**config.mk**
```make
export PLATFORM = sky130hd
export DESIGN_NAME = kscs_div_chain
export DESIGN_NICKNAME = d
export VERILOG_FILES = /design/src/rtl/kscs_pkg.sv /design/src/rtl/kscs_div_cell.sv /design/src/rtl/kscs_div_chain.sv
export SDC_FILE = /design/constraint.sdc
export NUM_CORES = 2
export LEC_CHECK = 0
export BUFFER_PORTS_ARGS = -buffer_cell sky130_fd_sc_hd__buf_2
export CAP_MARGIN = 30
export CORE_AREA = 2 2 427 429
export CTS_CLUSTER_DIAMETER = 200
export CTS_CLUSTER_SIZE = 30
export DETAILED_ROUTE_END_ITERATION = 16
export DIE_AREA = 0 0 429 431
export PLACE_DENSITY = 0.75
export SYNTH_ARGS = -nofsm -noshare
export SYNTH_HDL_FRONTEND = slang
export SYNTH_SLANG_ARGS = --single-unit
```
**constraint.sdc**
```tcl
create_clock -name clk -period 3.76 [get_ports clk]
set_clock_uncertainty 0.15 [all_clocks]
set_input_delay 0 -clock clk [delete_from_list [all_inputs] [get_ports clk]]
set_output_delay 0 -clock clk [all_outputs]
set_load 0.02 [all_outputs]
```
**src/rtl/kscs_pkg.sv**
```systemverilog
// Shared types and constants for the keyframe scalar curve sampler.
package kscs_pkg;

    // Fraction bits of the interpolation parameter t (unsigned Q1.28)
    localparam int T_BITS = 28;
    localparam int KEY_DEPTH_DEF = 256;

    // Field widths
    localparam int FRAME_W = 24;
    localparam int VALUE_W = 32;
    localparam int MODE_W = 2;
    localparam int HEAD_W = 32;
    localparam int COUNT_W = 9;

    // Interpolation modes; the unused code falls back to linear
    localparam logic [MODE_W-1:0] MODE_LINEAR = 2'd0;
    localparam logic [MODE_W-1:0] MODE_STEP = 2'd1;
    localparam logic [MODE_W-1:0] MODE_HERMITE = 2'd2;

    // One keyframe as held in the table
    typedef struct packed {
        logic [FRAME_W-1:0] frame;
        logic [VALUE_W-1:0] value;
        logic [MODE_W-1:0]  mode;
        logic [VALUE_W-1:0] tan_in;
        logic [VALUE_W-1:0] tan_out;
    } key_entry_t;

    // Beat handed from one divider cell to the next
    typedef struct packed {
        logic              valid;
        logic [HEAD_W-1:0] rem;
        logic [HEAD_W-1:0] den;
        logic [T_BITS-1:0] quo;
    } div_beat_t;

endpackage

```
**src/rtl/kscs_div_cell.sv**
```systemverilog
// One restoring-division cell: produces one quotient bit per beat.
module kscs_div_cell
    import kscs_pkg::*;
(
    input  logic      clk,
    input  logic      rst_n,
    input  div_beat_t din,
    output div_beat_t dout
);

    logic              valid_reg;
    div_beat_t         beat_reg;
    logic [HEAD_W:0]   rem2;
    logic              ge;
    div_beat_t         beat_next;

    // shift remainder, trial subtract
    always_comb
    begin
        rem2 = {din.rem, 1'b0};
        ge = (rem2 >= {1'b0, din.den});
        beat_next = din;
        beat_next.rem = ge ? HEAD_W'(rem2 - {1'b0, din.den}) : rem2[HEAD_W-1:0];
        beat_next.quo = {din.quo[T_BITS-2:0], ge};
    end

    always_ff @(posedge clk or negedge rst_n)
    begin
        if (!rst_n)
        begin
            valid_reg <= 1'b0;
        end
        else
        begin
            valid_reg <= din.valid;
        end
    end

    always_ff @(posedge clk)
    begin
        beat_reg <= beat_next;
    end

    always_comb
    begin
        dout = beat_reg;
        dout.valid = valid_reg;
    end

endmodule

```
**src/rtl/kscs_div_chain.sv**
```systemverilog
// Row of division cells computing floor(num * 2^T_BITS / den) for num < den.
module kscs_div_chain
    import kscs_pkg::*;
(
    input  logic      clk,
    input  logic      rst_n,
    input  div_beat_t din,
    output div_beat_t dout
);

    div_beat_t beats [T_BITS+1];

    assign beats[0] = din;

    for (genvar g = 0; g < T_BITS; g++)
    begin : g_cell
        kscs_div_cell u_cell (
            .clk  (clk),
            .rst_n(rst_n),
            .din  (beats[g]),
            .dout (beats[g+1])
        );
    end

    assign dout = beats[T_BITS];

endmodule

```
==> summary.md <==
The final reports fail on setup timing. Clock tree synthesis selected as its root buffer the cell sky130_fd_sc_hd__clkbuf_16. In this run the most critical hold path is launched from din[90]. Number of global-route vias before repair: 74480. Area of all sequential standard cells: 44710 um^2. The remaining max-slew budget at the tightest pin is 0.3322, and the total of max-cap violations is 0. The die is 431 um tall. The basic-gate share of the synthesized area counting and, or, nand and nor cells works out to 0.1089. STA classifies the critical path startpoint as an input pin. The area inside the core boundary came out at 180200 um^2. The number of nets in the synthesized netlist is 12000. For flop-to-flop paths, the worst setup slack is 0.08 ns. The first detailed-routing pass ran for 6 iterations. The register with the most flip-flops in the layout has 2198 of them. The tools report the beginning of the worst register-to-register path as g_cell[20].u_cell.dout[29]. The share of the yosys chip area belonging to registers is 0.4374.

The first global-routing pass estimated 391700 um of wire. VDD sags by at most 445.4 uV. The largest single stage delay on the critical path is 0.57 ns. Fill cells in the final layout number 15280. The run gives 3 as the maximum clock insertion buffer count.

STA puts the critical path data required time at 4.27 ns. The hold violation total from the final report was 0; the average wire length per cell after detail routing was 18.45 um. The tools report the final HPWL from detailed placement as 193700 um. The I/O pin total is 188.

The smallest clock period supported by the final layout is computed as 3.810 ns. Yosys mapped a number of flops with a built-in enable equal to 0. TritonCTS built the clock tree. Xor and xnor area share after synthesis: 0.06273. The maximum operating frequency is 262.4 MHz, and the total routing resource utilization after global routing is 0.2607. Clock sink count: 2226. The count of final setup violators is 10, and the area added between synthesis and finish is 8.212%. Sorting the synthesized cells by area gives the leading types as sky130_fd_sc_hd__dfxtp_1 (43%), sky130_fd_sc_hd__ha_1 (11%), sky130_fd_sc_hd__a21oi_1 (5.1%). In this run the worst path has a maximum fanout of 18. By area, the combinational part of the netlist is dominated by compound AO/OA/AOI/OAI gates. The flop and latch count out of synthesis was 2226. Final worst setup slack: -0.05045 ns.

The number of buffer and inverter instances along the worst setup path came out at 6. Measured along the x axis, the die boundary spans 429 um. Clock latency on the worst-skew pair, taken at its later pin, is 0.79 ns. Walking the worst path, the cells encountered are dlygate4sd3_1, buf_2, inv_2, ha_4, and3_1, o31a_1, or3_4, a221o_1, a21oi_2, nor2_2, a221o_1, nand4_1, nand3_4, buf_6, clkbuf_16, nor2_1, dlygate4sd3_1, a21oi_1. For the worst flop-to-flop path, the logic depth is 15. CTS built an H-tree with a depth of 3. After clock tree synthesis, the clock-pin slew on the worst setup and hold paths is 0.11 ns. In this run, CTS created clock tree buffers numbering 84. Total grt overflow: 0.

Slew at the pin with the worst max-slew slack: 1.001 ns. The run gives 4.32 ns as the arrival time of data at the critical path endpoint. The proportion of register bits with asynchronous set or reset after synthesis was 0.01258. The post-synthesis adder-cell area fraction was 0.1152; the total negative slack for setup checks was -0.2505 ns.

Number of placement rows: 156. Port buffering added 159 buffers. Yosys printed 0 warnings. The number of max-slew violations in the final report is 0, and the number of instances in the synthesized netlist is 10980.

The top cell family by delay on the critical path was buffers and inverters. The mean area per synthesized cell works out to 9.308 um^2. For this run, design rule violations remaining after detail routing come to 0. By startpoint and endpoint, the worst setup path is classified as in2reg. The via total after detailed routing is 76950, and the initial antenna violation count is 4.

The tools report the terminus of the critical flop-to-flop path as g_cell[21].u_cell.dout[70]. The remaining number of nets flagged by the antenna check after routing was 0; the total power density per cell area was 969.9 nW/um^2. The tools report the weighted congestion reported at the end of routability-driven placement as 0.9617.

The tools report the leakage dissipation as 0.05142 uW. The ratio of cells with drive above 1 in the final layout was 0.08193. The multi-input combinational cells in the finished layout cover a total of 51980 um^2. For this block, the initial DRC count from the detailed router was 5473.

The compound-cell area share of the yosys netlist works out to 0.1774. The flip-flop cell with the highest count after synthesis is sky130_fd_sc_hd__dfxtp_1. The biggest area contributor in the post-synthesis netlist is sky130_fd_sc_hd__dfxtp_1.

The final clock period utilization by the worst path came out at 1.013. The number of different library cells used by synthesis comes to 93. The path class of the tightest hold or removal check is in2reg. The worst setup path is captured at a flop. The area share of the leading cell type in the synthesized netlist is 0.4305. Along the worst hold path, the cell count comes to 5. The die footprint is 184900 um^2, and the effective utilization at floorplan is 0.5673. The worst hold path terminates at g_cell[0].u_cell.dout[91].

For this run, the post-layout net count is 12250. Entering global routing, the biggest net connects 58 pins. After detailed routing, the total wire length is 251200 um. The flow ran to the end, but the final reports show violations. After detailed routing, the number of vias per cell comes to 5.653.

On the critical path, the stage with the largest delay is an instance of sky130_fd_sc_hd__dlygate4sd3_1. The post-route core utilization was 0.6139. The share of cell area taken by muxes after synthesis was 0.03947; the cell area after synthesis was 102200 um^2.
[through the flow]
step	hold slack (ns)	setup WS [ns]	cell area [um^2]	cells	power, uW
2_1_floorplan	-0.4456	0.1780	102200	10980	79460
3_3_place_gp	-0.1367	-0.1415	106000	13330	93450
3_5_place_dp	-0.1148	-0.2000	106000	13330	94490
4_1_cts	0.008688	0.002967	109900	13590	106300
5_1_grt	0.1342	-0.1150	110600	13610	115300
6_report	0.1234	-0.05045	110600	13610	107300
[logic make-up (layout without fill, tap and decap cells)]
logic type,count (synthesis),after routing
compound gates,2909,2909
simple gates,2355,2356
flops,2226,2226
buf+inv,1474,1734
fa+ha+maj,924,924
xor+xnor,732,732
mux,360,360
other cells,0,2
[layer usage]
metal  wire length [um]  GRT usage  vias to the layer above
li1                   -          -                    38160
met1             104200     0.3110                    36200
met2             126600     0.4802                     2003
met3              10120    0.02691                      590
met4              10260    0.09900                        0
met5                  0          0                        -
[cells in the final DEF, fill, tap and decap left out, drive strengths merged, types with 135 or more instances in the layout]
| cell type | count |
|---|---|
| dfxtp | 2198 |
| inv | 1110 |
| a21oi | 1037 |
| ha | 896 |
| nor2 | 739 |
| nand2 | 611 |
| o21ai | 604 |
| a21o | 441 |
| xnor2 | 438 |
| buf | 364 |
| mux2 | 344 |
| xor2 | 294 |
| nand3 | 201 |
| dlygate4sd3 | 159 |
| o21a | 156 |
| nor2b | 148 |
| nand4 | 136 |
| nand2b | 135 |
[area by class of cell]
cell class,instances,area share
multi-input cells,7281,0.4700
diodes,2,0.00004525
clock buffers,88,0.01933
clock inverters,7,0.001211
well taps,2370,0.02681
inverters,1107,0.03770
flip-flops and latches,2226,0.4043
repair buffers,532,0.04057
[worst min-delay path, delay by kind of cell]
| kind | cells | cell delay, ns |
|---|---|---|
| buffers and inverters | 2 | 0.64 |
| adder cells (fa/ha/maj) | 1 | 0.16 |
| XOR/XNOR | 1 | 0.13 |
| AO/OA/AOI/OAI | 1 | 0.06 |
[worst max path at each step]
| stage | startpoint | end | slack, ns | cells past startpoint |
|---|---|---|---|---|
| after detailed placement | g_cell[5].u_cell.dout[34] | g_cell[6].u_cell.dout[69] | -0.20 | 13 |
| after CTS | g_cell[0].u_cell.dout[29] | g_cell[1].u_cell.dout[85] | 0.003 | 13 |
| after global placement | g_cell[5].u_cell.dout[33] | g_cell[6].u_cell.dout[69] | -0.14 | 13 |
| after floorplan | g_cell[20].u_cell.dout[29] | g_cell[21].u_cell.dout[86] | 0.18 | 14 |
| final | din[36] | g_cell[0].u_cell.dout[82] | -0.05 | 18 |
| after global routing | din[36] | g_cell[0].u_cell.dout[82] | -0.11 | 18 |
[Yosys cell counts (22+ instances only)]
master,n
sky130_fd_sc_hd__a31oi_1,97
sky130_fd_sc_hd__nand2b_1,135
sky130_fd_sc_hd__dfxtp_1,2198
sky130_fd_sc_hd__xnor2_1,438
sky130_fd_sc_hd__xor2_1,294
sky130_fd_sc_hd__and3_1,67
sky130_fd_sc_hd__nor2b_1,148
sky130_fd_sc_hd__nand4_1,136
sky130_fd_sc_hd__dfrtp_1,28
sky130_fd_sc_hd__and2_1,55
sky130_fd_sc_hd__clkbuf_1,196
sky130_fd_sc_hd__buf_4,96
sky130_fd_sc_hd__a31o_2,24
sky130_fd_sc_hd__mux2_2,297
sky130_fd_sc_hd__a21boi_0,25
sky130_fd_sc_hd__o21ai_0,587
sky130_fd_sc_hd__o31ai_1,52
sky130_fd_sc_hd__nand2_1,611
sky130_fd_sc_hd__a21o_1,441
sky130_fd_sc_hd__or2_2,22
sky130_fd_sc_hd__nor4_1,24
sky130_fd_sc_hd__mux2_1,47
sky130_fd_sc_hd__inv_1,1105
sky130_fd_sc_hd__a21oi_1,1034
sky130_fd_sc_hd__o211ai_1,45
sky130_fd_sc_hd__buf_2,46
sky130_fd_sc_hd__nand3_1,200
sky130_fd_sc_hd__a211oi_1,63
sky130_fd_sc_hd__fa_1,28
sky130_fd_sc_hd__o21a_1,156
sky130_fd_sc_hd__a221o_1,22
sky130_fd_sc_hd__nor2_1,738
sky130_fd_sc_hd__or3_1,36
sky130_fd_sc_hd__ha_1,896
sky130_fd_sc_hd__o31a_1,33
sky130_fd_sc_hd__a211o_1,28
sky130_fd_sc_hd__nor3_1,108
sky130_fd_sc_hd__o21bai_1,91
[power breakdown]
part	switching (uW)	internal, uW
Combinational	32200	27100
Clock	7110	4170
Sequential	4910	31700
Total	44200	63000
[repair_timing]
item,4_1_cts,5_1_grt
gates cloned,0,7
gates resized for setup,3,121
endpoints found under the setup margin,28,486
hold endpoints to repair,94,0
buffers inserted,0,13
pin swaps,0,23
hold buffers,163,0
No activity file was read; power rests on OpenSTA's default activity.
